==> src/hw/rtl/cst_pkg.sv <==
// ----------------------------------------------------------------------------
// cst_pkg: shared types and codes of the character stream tokenizer
// Token kinds, error codes, the request and result records and the byte
// classification helpers used by the scanner and the port checker.
// ----------------------------------------------------------------------------
`default_nettype none

package cst_pkg;

	localparam int KindW = 5;
	localparam int ErrW  = 3;
	localparam int ByteW = 8;

	localparam logic [KindW-1:0] KIND_EOF        = 5'd0;
	localparam logic [KindW-1:0] KIND_NUM        = 5'd1;
	localparam logic [KindW-1:0] KIND_STR        = 5'd2;
	localparam logic [KindW-1:0] KIND_IDENT      = 5'd3;
	localparam logic [KindW-1:0] KIND_LPAREN     = 5'd4;
	localparam logic [KindW-1:0] KIND_RPAREN     = 5'd5;
	localparam logic [KindW-1:0] KIND_LBRACE     = 5'd6;
	localparam logic [KindW-1:0] KIND_RBRACE     = 5'd7;
	localparam logic [KindW-1:0] KIND_SEMI       = 5'd8;
	localparam logic [KindW-1:0] KIND_EQUAL      = 5'd9;
	localparam logic [KindW-1:0] KIND_GREATER    = 5'd10;
	localparam logic [KindW-1:0] KIND_LESS       = 5'd11;
	localparam logic [KindW-1:0] KIND_PLUS       = 5'd12;
	localparam logic [KindW-1:0] KIND_MINUS      = 5'd13;
	localparam logic [KindW-1:0] KIND_STAR       = 5'd14;
	localparam logic [KindW-1:0] KIND_SLASH      = 5'd15;
	localparam logic [KindW-1:0] KIND_BACKSLASH  = 5'd16;
	localparam logic [KindW-1:0] KIND_COMMA      = 5'd17;
	localparam logic [KindW-1:0] KIND_PIPE       = 5'd18;
	localparam logic [KindW-1:0] KIND_AMP        = 5'd19;
	localparam logic [KindW-1:0] KIND_BANG       = 5'd20;

	localparam logic [ErrW-1:0] ERR_NONE       = 3'd0;
	localparam logic [ErrW-1:0] ERR_UNEXPECTED = 3'd1;
	localparam logic [ErrW-1:0] ERR_POINTS     = 3'd2;
	localparam logic [ErrW-1:0] ERR_OPEN_STR   = 3'd3;
	localparam logic [ErrW-1:0] ERR_EMPTY      = 3'd4;

	localparam logic [ByteW-1:0] CH_BACKSLASH = 8'd92;
	localparam logic [ByteW-1:0] CH_POINT     = 8'd46;
	localparam logic [ByteW-1:0] CH_QUOTE     = 8'd34;

	typedef struct packed {
		logic             take;
		logic [ByteW-1:0] char_code;
		logic             end_of_input;
	} scan_req_t;

	typedef struct packed {
		logic             valid;
		logic [KindW-1:0] token_kind;
		logic [ByteW-1:0] byte_out;
		logic             has_byte;
		logic             starts_token;
		logic [ErrW-1:0]  error_code;
	} scan_res_t;

	function automatic logic is_digit(input logic [ByteW-1:0] c);
		return (c >= 8'd48) && (c <= 8'd57);
	endfunction

	function automatic logic is_letter(input logic [ByteW-1:0] c);
		return ((c >= 8'd65) && (c <= 8'd90)) || ((c >= 8'd97) && (c <= 8'd122));
	endfunction

	function automatic logic is_space(input logic [ByteW-1:0] c);
		return (c == 8'd32) || ((c >= 8'd9) && (c <= 8'd13));
	endfunction

	// Returns a hit flag above the punctuation kind.
	function automatic logic [KindW:0] punct_kind(input logic [ByteW-1:0] c);
		logic [KindW:0] r;
		case (c)
			8'd40:   r = {1'b1, KIND_LPAREN};
			8'd41:   r = {1'b1, KIND_RPAREN};
			8'd123:  r = {1'b1, KIND_LBRACE};
			8'd125:  r = {1'b1, KIND_RBRACE};
			8'd59:   r = {1'b1, KIND_SEMI};
			8'd61:   r = {1'b1, KIND_EQUAL};
			8'd62:   r = {1'b1, KIND_GREATER};
			8'd60:   r = {1'b1, KIND_LESS};
			8'd43:   r = {1'b1, KIND_PLUS};
			8'd45:   r = {1'b1, KIND_MINUS};
			8'd42:   r = {1'b1, KIND_STAR};
			8'd47:   r = {1'b1, KIND_SLASH};
			8'd92:   r = {1'b1, KIND_BACKSLASH};
			8'd44:   r = {1'b1, KIND_COMMA};
			8'd124:  r = {1'b1, KIND_PIPE};
			8'd38:   r = {1'b1, KIND_AMP};
			8'd33:   r = {1'b1, KIND_BANG};
			default: r = {1'b0, KIND_EOF};
		endcase
		return r;
	endfunction

endpackage

`default_nettype wire

==> src/hw/rtl/cst_scan.sv <==
// ----------------------------------------------------------------------------
// cst_scan: scanning state and per-byte token decision
// Holds the scan mode and flags and works out, for the request offered this
// cycle, the result it gives and the state it leaves.
// ----------------------------------------------------------------------------
`default_nettype none

module cst_scan (
	input  wire logic               clk,
	input  wire logic               arst_n,
	input  wire cst_pkg::scan_req_t req,
	output cst_pkg::scan_res_t      res
);

	typedef enum logic [2:0] {
		MODE_IDLE,
		MODE_NUM,
		MODE_IDENT,
		MODE_STR,
		MODE_ESC,
		MODE_HALT
	} mode_t;

	mode_t mode_q, mode_d;
	logic  point_q, point_d;
	logic  seen_q, seen_d;

	logic [7:0] c;
	logic       dig, let_c, spc, pnt, quo, bsl;
	logic [5:0] pk;

	assign c     = req.char_code;
	assign dig   = cst_pkg::is_digit(c);
	assign let_c = cst_pkg::is_letter(c);
	assign spc   = cst_pkg::is_space(c);
	assign pnt   = (c == cst_pkg::CH_POINT);
	assign quo   = (c == cst_pkg::CH_QUOTE);
	assign bsl   = (c == cst_pkg::CH_BACKSLASH);
	assign pk    = cst_pkg::punct_kind(c);

	always_comb begin
		logic opener;
		opener  = 1'b0;
		mode_d  = mode_q;
		point_d = point_q;
		seen_d  = seen_q;
		res     = '0;

		if (mode_q == MODE_HALT) begin
			mode_d = MODE_HALT;
		end else if (req.end_of_input) begin
			if ((mode_q == MODE_STR) || (mode_q == MODE_ESC)) begin
				mode_d         = MODE_HALT;
				res.valid      = 1'b1;
				res.error_code = cst_pkg::ERR_OPEN_STR;
			end else if (!seen_q) begin
				mode_d         = MODE_HALT;
				res.valid      = 1'b1;
				res.error_code = cst_pkg::ERR_EMPTY;
			end else begin
				mode_d           = MODE_IDLE;
				point_d          = 1'b0;
				seen_d           = 1'b0;
				res.valid        = 1'b1;
				res.token_kind   = cst_pkg::KIND_EOF;
				res.starts_token = 1'b1;
			end
		end else begin
			seen_d = 1'b1;
			case (mode_q)
				MODE_NUM: begin
					if (dig || (pnt && !point_q)) begin
						point_d      = point_q | pnt;
						res.valid    = 1'b1;
						res.token_kind = cst_pkg::KIND_NUM;
						res.byte_out = c;
						res.has_byte = 1'b1;
					end else if (pnt) begin
						mode_d         = MODE_HALT;
						res.valid      = 1'b1;
						res.error_code = cst_pkg::ERR_POINTS;
					end else begin
						opener = 1'b1;
					end
				end
				MODE_IDENT: begin
					if (dig || let_c) begin
						res.valid      = 1'b1;
						res.token_kind = cst_pkg::KIND_IDENT;
						res.byte_out   = c;
						res.has_byte   = 1'b1;
					end else begin
						opener = 1'b1;
					end
				end
				MODE_STR: begin
					if (quo) begin
						mode_d = MODE_IDLE;
					end else if (bsl) begin
						mode_d = MODE_ESC;
					end else begin
						res.valid      = 1'b1;
						res.token_kind = cst_pkg::KIND_STR;
						res.byte_out   = c;
						res.has_byte   = 1'b1;
					end
				end
				MODE_ESC: begin
					mode_d         = MODE_STR;
					res.valid      = 1'b1;
					res.token_kind = cst_pkg::KIND_STR;
					res.byte_out   = c;
					res.has_byte   = 1'b1;
				end
				default: begin
					opener = 1'b1;
				end
			endcase

			if (opener) begin
				mode_d = MODE_IDLE;
				if (spc) begin
					mode_d = MODE_IDLE;
				end else if (dig || pnt) begin
					mode_d           = MODE_NUM;
					point_d          = pnt;
					res.valid        = 1'b1;
					res.token_kind   = cst_pkg::KIND_NUM;
					res.byte_out     = c;
					res.has_byte     = 1'b1;
					res.starts_token = 1'b1;
				end else if (quo) begin
					mode_d           = MODE_STR;
					res.valid        = 1'b1;
					res.token_kind   = cst_pkg::KIND_STR;
					res.starts_token = 1'b1;
				end else if (let_c) begin
					mode_d           = MODE_IDENT;
					res.valid        = 1'b1;
					res.token_kind   = cst_pkg::KIND_IDENT;
					res.byte_out     = c;
					res.has_byte     = 1'b1;
					res.starts_token = 1'b1;
				end else if (pk[5]) begin
					res.valid        = 1'b1;
					res.token_kind   = pk[4:0];
					res.byte_out     = c;
					res.has_byte     = 1'b1;
					res.starts_token = 1'b1;
				end else begin
					mode_d         = MODE_HALT;
					res.valid      = 1'b1;
					res.error_code = cst_pkg::ERR_UNEXPECTED;
				end
			end
		end
	end

	always_ff @(posedge clk or negedge arst_n) begin
		if (!arst_n) begin
			mode_q  <= MODE_IDLE;
			point_q <= 1'b0;
			seen_q  <= 1'b0;
		end else if (req.take) begin
			mode_q  <= mode_d;
			point_q <= point_d;
			seen_q  <= seen_d;
		end
	end

endmodule

`default_nettype wire

==> src/hw/rtl/char_stream_tokenizer_top.sv <==
// ----------------------------------------------------------------------------
// char_stream_tokenizer_top: streaming tokenizer, one byte per request
// Input requests carry a byte in s_tdata, or an end of text with s_tlast.
// Output requests carry token marks and streamed token text.
// ----------------------------------------------------------------------------
// Usage: the source offers one byte per request on the s_ group; s_tlast
// high marks the end of a text and its byte is ignored. Each request gives
// zero or one result on the m_ group: m_tuser holds the token kind, m_tdata
// the token byte, the has_byte and starts_token marks and the error code.
// The result of a request is held in the output register and shown in the
// cycle after the request is taken. Throughput is one request per cycle,
// set by the single output register that sits between the scanner and the
// m_ group; a new request is taken whenever that register is empty or being
// emptied in the same cycle. When the receiver stalls, the output register
// holds its result and s_tready drops until it is taken. After an error
// result the scanner halts and quietly consumes every further request until
// arst_n is asserted. Reset clears the scan state and the output valid flag
// but not the held result; the block is ready once reset is released.
// ----------------------------------------------------------------------------
`default_nettype none

module char_stream_tokenizer_top (
	input  wire logic        clk,
	input  wire logic        arst_n,
	input  wire logic        s_tvalid,
	output logic             s_tready,
	input  wire logic [7:0]  s_tdata,  // [7:0] char_code
	input  wire logic        s_tlast,  // end_of_input
	output logic             m_tvalid,
	input  wire logic        m_tready,
	output logic [15:0]      m_tdata,  // [7:0] byte_out, [8] has_byte,
	                                   // [9] starts_token, [12:10] error_code
	output logic [4:0]       m_tuser   // [4:0] token_kind
);

	cst_pkg::scan_req_t req;
	cst_pkg::scan_res_t res;
	cst_pkg::scan_res_t res_q;
	logic               m_tvalid_q;

	assign s_tready         = !m_tvalid_q || m_tready;
	assign req.take         = s_tvalid && s_tready;
	assign req.char_code    = s_tdata;
	assign req.end_of_input = s_tlast;

	cst_scan u_scan (
		.clk    (clk),
		.arst_n (arst_n),
		.req    (req),
		.res    (res)
	);

	always_ff @(posedge clk or negedge arst_n) begin
		if (!arst_n) begin
			m_tvalid_q <= 1'b0;
		end else if (s_tready) begin
			m_tvalid_q <= req.take && res.valid;
		end
	end

	always_ff @(posedge clk) begin
		if (s_tready && req.take && res.valid) begin
			res_q <= res;
		end
	end

	assign m_tvalid = m_tvalid_q;
	assign m_tuser  = res_q.token_kind;
	assign m_tdata  = {3'b000, res_q.error_code, res_q.starts_token, res_q.has_byte,
		res_q.byte_out};

endmodule

`default_nettype wire

==> config.mk <==
export PLATFORM = sky130hd
export DESIGN_NAME = char_stream_tokenizer_top
export DESIGN_NICKNAME = d
export VERILOG_FILES = /design/src/hw/rtl/cst_pkg.sv /design/src/hw/rtl/cst_scan.sv /design/src/hw/rtl/char_stream_tokenizer_top.sv
export SDC_FILE = /design/constraint.sdc
export NUM_CORES = 1
export LEC_CHECK = 0
export BUFFER_PORTS_ARGS = -buffer_cell sky130_fd_sc_hd__buf_2
export CELL_PAD_IN_SITES_DETAIL_PLACEMENT = 1
export CELL_PAD_IN_SITES_GLOBAL_PLACEMENT = 1
export CORE_MARGIN = 2
export CORE_UTILIZATION = 40
export DETAILED_ROUTE_END_ITERATION = 10
export PLACE_DENSITY_LB_ADDON = 0.2
export SLEW_MARGIN = 20
export SYNTH_ARGS = -nofsm -noshare
export SYNTH_HDL_FRONTEND = slang
export SYNTH_SLANG_ARGS = --single-unit
export TNS_END_PERCENT = 30
==> constraint.sdc <==
create_clock -name clk -period 7.9 [get_ports clk]
set_clock_uncertainty 0.15 [all_clocks]
set_input_delay 1.58 -clock clk [delete_from_list [all_inputs] [get_ports clk]]
set_output_delay 1.58 -clock clk [all_outputs]
set_load 0.05 [all_outputs]
Word-level counts from Yosys, hierarchy flattened
Cells that the tools add are included.

storage, ports and cells
  bits in latches = 0
  bits of input ports = 13
  bits in read-only memories = 0
  register bits after elaboration = 24
  output and inout bits = 23
  memory bits (writable) = 0
  logic and storage cells = 135
  memories kept = 0

operators by class
  muxes and demuxes = 62
  div/mod/pow operators = 0
  reductions and logical operators = 24
  shifts and indexed selects = 0
  $add $sub $neg = 0
  bitwise operators = 2
  order comparisons = 8
  multiply operators = 0
  equality and inequality tests = 30

operators by type and width
  kind                                                               count
  == test 8 x 6 -> 1 bit, second input constant                      16
  one-hot mux 6 bit (17 select lines)                                1
  two-way mux 15 bit                                                 5
  two-way mux 3 bit                                                  22
  one-hot mux 15 bit (4 select lines)                                1
  two-way mux 19 bit                                                 3
  == test 8 x 7 -> 1 bit, second input constant                      4
  two-way mux 1 bit                                                  20
  two-way mux 9 bit                                                  2
  greater-or-equal comparator 8 x 7 -> 1 bit, second input constant  2
  less-or-equal comparator 8 x 7 -> 1 bit, second input constant     2
  two-way mux 16 bit                                                 1
  two-way mux 6 bit                                                  2
  two-way mux 10 bit                                                 1
  logical AND 1 bit                                                  9
  one-hot mux 3 bit (3 select lines)                                 1
  greater-or-equal comparator 8 x 4 -> 1 bit, second input constant  1
  greater-or-equal comparator 8 x 6 -> 1 bit, second input constant  1
  less-or-equal comparator 8 x 4 -> 1 bit, second input constant     1
  less-or-equal comparator 8 x 6 -> 1 bit, second input constant     1
  logical OR 1 bit                                                   7
  == test 3 x 2 -> 1 bit, second input constant                      2
  == test 3 bit, second input constant                               2
  != test 6 x 3 -> 1 bit, second input constant                      1
  other kinds (16)                                                   18

Longest topological paths before layout
  word-level depth = 15
  gate-level depth with buffers = 10
  gate-level depth less buffers = 7

Modules after synthesis
From an unflattened synthesis, not the netlist that was laid out.

unflattened totals
  cell total of the unflattened synthesis = 212
  area total of the unflattened synthesis = 1,995.7 µm²

by module, submodules not included
  module                     cells each  area an instance (µm²)  instances  seq. area each (µm²)
  cst_scan                   184         1,360.1                 1          125.1
  char_stream_tokenizer_top  28          635.6                   1          565.5

Least setup slack after synthesis
OpenSTA, ideal clock, no wires.

  path type = input-to-reg
  from = input port s_tdata[1]
  to = register res_q, in the netlist m_tdata[0] (enable)
  setup slack = 2.982 ns
  path buffers = 1
  library setup time = 0.427 ns
  stages = 7
  data arrival time = 4.342 ns
  data required time = 7.323 ns
  cell sequence = clkbuf_1 a21oi_1 nor2_1 nor3_2 nor2_1 o311a_1 a221oi_1

between the ends
  longest elaborated chain between the ends = 12
  elaborated cells between the ends (all ways) = 40
  classes of those cells = 8 x order compare; 4 x eq/ne; 17 x mux; 11 x reduce/logical

ends and longest elaborated chain
  what                                                                                                          RTL line                         source
  from (decl)                                                                                                   char_stream_tokenizer_top.sv:27  input wire logic [7:0] s_tdata,
  greater-or-equal comparator 8 x 7 -> 1 bit / less-or-equal comparator 8 x 7 -> 1 bit (equally long branches)  cst_pkg.sv:66                    return ((c >= 8'd65) && (c <= 8'd90)) || ((c >= 8'd97) && (c <= 8'd122));
  logical AND 1 bit                                                                                             cst_pkg.sv:66
  logical OR 1 bit                                                                                              cst_pkg.sv:66
  logical OR 1 bit                                                                                              cst_scan.sv:87                   if (dig || let_c) begin
  two-way mux 1 bit                                                                                             cst_scan.sv:87
  one-hot mux 1 bit (3 select lines)                                                                            cst_scan.sv:70                   case (mode_q)
  two-way mux 1 bit                                                                                             cst_scan.sv:51                   end else if (req.end_of_input) begin
  two-way mux 1 bit                                                                                             cst_scan.sv:49                   if (mode_q == MODE_HALT) begin
  two-way mux 19 bit (*)                                                                                        cst_scan.sv:120                  if (opener) begin
  two-way mux 6 bit (*)                                                                                         cst_scan.sv:51
  two-way mux 19 bit (*)                                                                                        cst_scan.sv:49
  logical AND 1 bit (*)                                                                                         char_stream_tokenizer_top.sv:62  if (s_tready && req.take && res.valid) begin
  to (signal assigned)                                                                                          char_stream_tokenizer_top.sv:63  res_q <= res;
  to (decl)                                                                                                     char_stream_tokenizer_top.sv:38  cst_pkg::scan_res_t res_q;

Mark *: on every way between the ends. The rest lies on a longest branch, timed or not. The select of a mux whose other input is x is not followed.
A chain may end at the register's enable or synchronous reset.

Worst setup path in the final report
  from = input port s_tdata[0]
  to = register res_q, in the netlist m_tdata[7] (enable)

The elaborated chain is that of the path after synthesis.

==> impl_metrics.env <==
export IMPL_outcome="finished, final reports clean"
export IMPL_grt_overflow=0
export IMPL_netlist_area_um2=1881
export IMPL_crit_path_cell_trace="buf_2 > or2_1 > nor4_1 > o311ai_1 > a22oi_1 > a211oi_1 > a221oi_2 > buf_4"
export IMPL_p_sw_share_pct=51.09
export IMPL_ys_types=60
export IMPL_port_buffers=32
export IMPL_first_global_vias=1643
export IMPL_relSlewSlack_pct=40.91
export IMPL_wire_per_inst_um=17.22
export IMPL_initial_core_util_pct=42.31
export IMPL_dpl_cell_count=288
export IMPL_startpoint_type="primary input"
export IMPL_grt_pass1_wl_um=8162
export IMPL_crit_type="primary input to flop"
export IMPL_final_max_slew_violation_count=0
export IMPL_crit_required_ns=7.71
export IMPL_final_util_pct=47.10
export IMPL_postSynthCellCount=221
export IMPL_p_switching_w=0.0003963
export IMPL_crit_slowest_cell="a22oi_1"
export IMPL_synthTopCellsByArea="edfxtp_1, dfrtp_1, nand2_1, o21ai_0, nor2_1"
export IMPL_synth_top_cell_area_share_pct=28.74
export IMPL_crit_path_max_fanout=19
export IMPL_ctsHoldBuffers=0
export IMPL_preCtsSetupSlack_ns=3.400
export IMPL_mostFrequentLayoutCell="buf_2"
export IMPL_internal_power_w=0.0003794
export IMPL_setup_ws_ns=3.716
export IMPL_drc=0
export IMPL_cts_setup_buffers=0
export IMPL_power_leakage_nw=0.8231
export IMPL_num_nets_final=254
export IMPL_synth_yosys_seq_area_share_pct=36.73
export IMPL_stdcell_count=292
export IMPL_syn_area_per_cell_um2=8.509
export IMPL_max_stage_delay_ns=0.71
export IMPL_first_pass_iters=4
export IMPL_final_hold_viol_count=0
export IMPL_crit_family="compound AO/OA/AOI/OAI gates"
export IMPL_rsz0062_at_grt="no"
export IMPL_setup_tns_ns=0
export IMPL_synth_edf_count=18
export IMPL_final_cell_mix="buf_2, nand2_1, nor2_1, edfxtp_1, o21ai_0"
export IMPL_seq_power_share_pct=30.7
export IMPL_cts_resized=0
export IMPL_clk_pin_slew_ns=0.09
export IMPL_ios=36
export IMPL_clk_path_buf_depth=2
export IMPL_combPwrFrac_pct=56.9
export IMPL_holdCritPathClass="flop to flop"
export IMPL_ys_ff_latch=24
export IMPL_clkLatencyLatePin_ns=0.27
export IMPL_endpoint_kind="flop"
export IMPL_routabilityCongestion=0.8377
export IMPL_fill_cells=540
export IMPL_tightest_slew_ns=0.8863
export IMPL_wl_um=5029
export IMPL_cts_htree_levels=1
export IMPL_ys_flop_type="edfxtp_1"
export IMPL_cap_violations=0
export IMPL_viasPerCell=5.901
export IMPL_cts_inserted_buffers=3
export IMPL_finalCritPeriodShare_pct=52.96
export IMPL_antenna_left=0
export IMPL_cts_root_buf="clkbuf_8"
export IMPL_grt_use_total_pct=19.90
export IMPL_seqCellArea_um2=690.7
export IMPL_finalInstanceArea_um2=2093
export IMPL_dpl_hpwl_um=3814
export IMPL_synth_largest_area_cell="edfxtp_1"
export IMPL_clock_sinks=24
export IMPL_row_count=24
export IMPL_setup_viol_count_final=0
export IMPL_crit_buf_inv=2
export IMPL_min_period_ns=4.184
export IMPL_power_density_nw_per_um2=370.6
export IMPL_dpl_cell_area_um2=2027
export IMPL_worstPathArrival_ns=3.99
export IMPL_grt_antenna_before_repair=0
export IMPL_drt_iter0_markers=68
export IMPL_cts_tree="built"
export IMPL_fp_dieH_um=72.57
export IMPL_diodes=0
export IMPL_multiInputGateArea_um2=1077
export IMPL_drive_gt1_share_pct=19.58
export IMPL_yosysWarnings=0
export IMPL_power_frac_clock_pct=12.4
export IMPL_ir_drop_mv=0.1321
export IMPL_vias=1723
export IMPL_die_area_um2=5266
export IMPL_clock_fmax_mhz=239.0
export IMPL_synth_async_sr_flop_share_pct=25.00
export IMPL_core_area_um2=4444
export IMPL_grt_max_degree=21
export IMPL_die_x_um=72.57
export IMPL_area_delta_synth_final_pct=11.31
-- final timing paths --
| kind | from | end | slack [ns] | cells after the start |
|---|---|---|---|---|
| setup / recovery | s_tdata[0] | m_tdata[7] | 3.72 | 8 |
| hold / removal | m_tvalid | m_tvalid | 0.37 | 1 |
| setup reg to reg | u_scan.mode_q[0] | m_tdata[7] | 4.81 | 6 |
| hold reg to reg | m_tvalid | m_tvalid | 0.37 | 1 |
| max in group asynchronous | arst_n | u_scan.mode_q[0] | 6.48 | 1 |
| min in group asynchronous | arst_n | m_tvalid | 0.97 | 1 |
-- sequential cells by signal (all words and copies together), names as in the netlist --
| name | flops |
|---|---|
| m_tdata | 13 |
| m_tuser | 5 |
| m_tvalid | 1 |
| u_scan.mode_q | 3 |
| u_scan.point_q | 1 |
| u_scan.seen_q | 1 |
-- cells by family after synthesis --
logic type	count (synthesis)	share of synthesized area (%)
flip-flops	24	36.73
AO/OA/AOI/OAI	63	24.28
buffers and inverters	27	6.720
other	1	0.1994
multiplexers	2	1.330
AND/OR/NAND/NOR	102	29.81
XOR/XNOR	2	0.9316
-- layout make-up --
class | count | area share, %
sequential | 24 | 32.99
inverter | 7 | 1.255
multi-input combinational | 172 | 51.46
tap | 52 | 3.108
timing repair buffer | 33 | 8.010
clock buffer | 4 | 3.168
-- through the flow --
stage          total power [W]  hold slack [ns]
6_report             0.0007757           0.3670
5_1_grt              0.0008246           0.3946
4_1_cts              0.0007813           0.3679
3_5_place_dp         0.0006856           0.3496
3_3_place_gp         0.0006766           0.3451
2_1_floorplan        0.0005966           0.3398
-- layer usage --
layer | track usage (%) | share of wire [%]
met1 | 28.91 | 49
met5 | 0 | 0
met3 | 2.083 | 4.8
met2 | 31.21 | 45
met4 | 5.967 | 1.4
-- cell usage after synthesis, types with 2 or more instances --
cell type	instances
nand2_1	23
o21ai_0	14
nor3_1	9
nand2b_1	9
nand3_1	6
and3b_1	2
dfrtp_1	6
nor3b_1	4
nand3b_1	2
a21o_1	3
nor4_1	2
and3_1	4
clkbuf_1	13
a31oi_1	2
edfxtp_1	18
a221oi_1	3
o22a_1	2
a211oi_1	2
nor2_1	18
a22oi_1	2
and2_1	5
a21oi_1	13
o21ai_1	3
inv_1	7
nor2b_1	4
and4_1	2
o22ai_1	4
o311ai_1	2
buf_4	4
or3_1	2
buf_2	2
-- power groups by stage --
| stage | Clock (W) | Sequential, W | Combinational, W |
|---|---|---|---|
| floorplan | 0 | 0.000345 | 0.000252 |
| global placement | 0 | 0.000239 | 0.000437 |
| detailed placement | 0 | 0.000241 | 0.000444 |
| CTS | 0.0000976 | 0.000239 | 0.000445 |
| global route | 0.000102 | 0.000246 | 0.000477 |
| finish | 0.0000961 | 0.000238 | 0.000441 |
(Power assumes the default switching activity.)
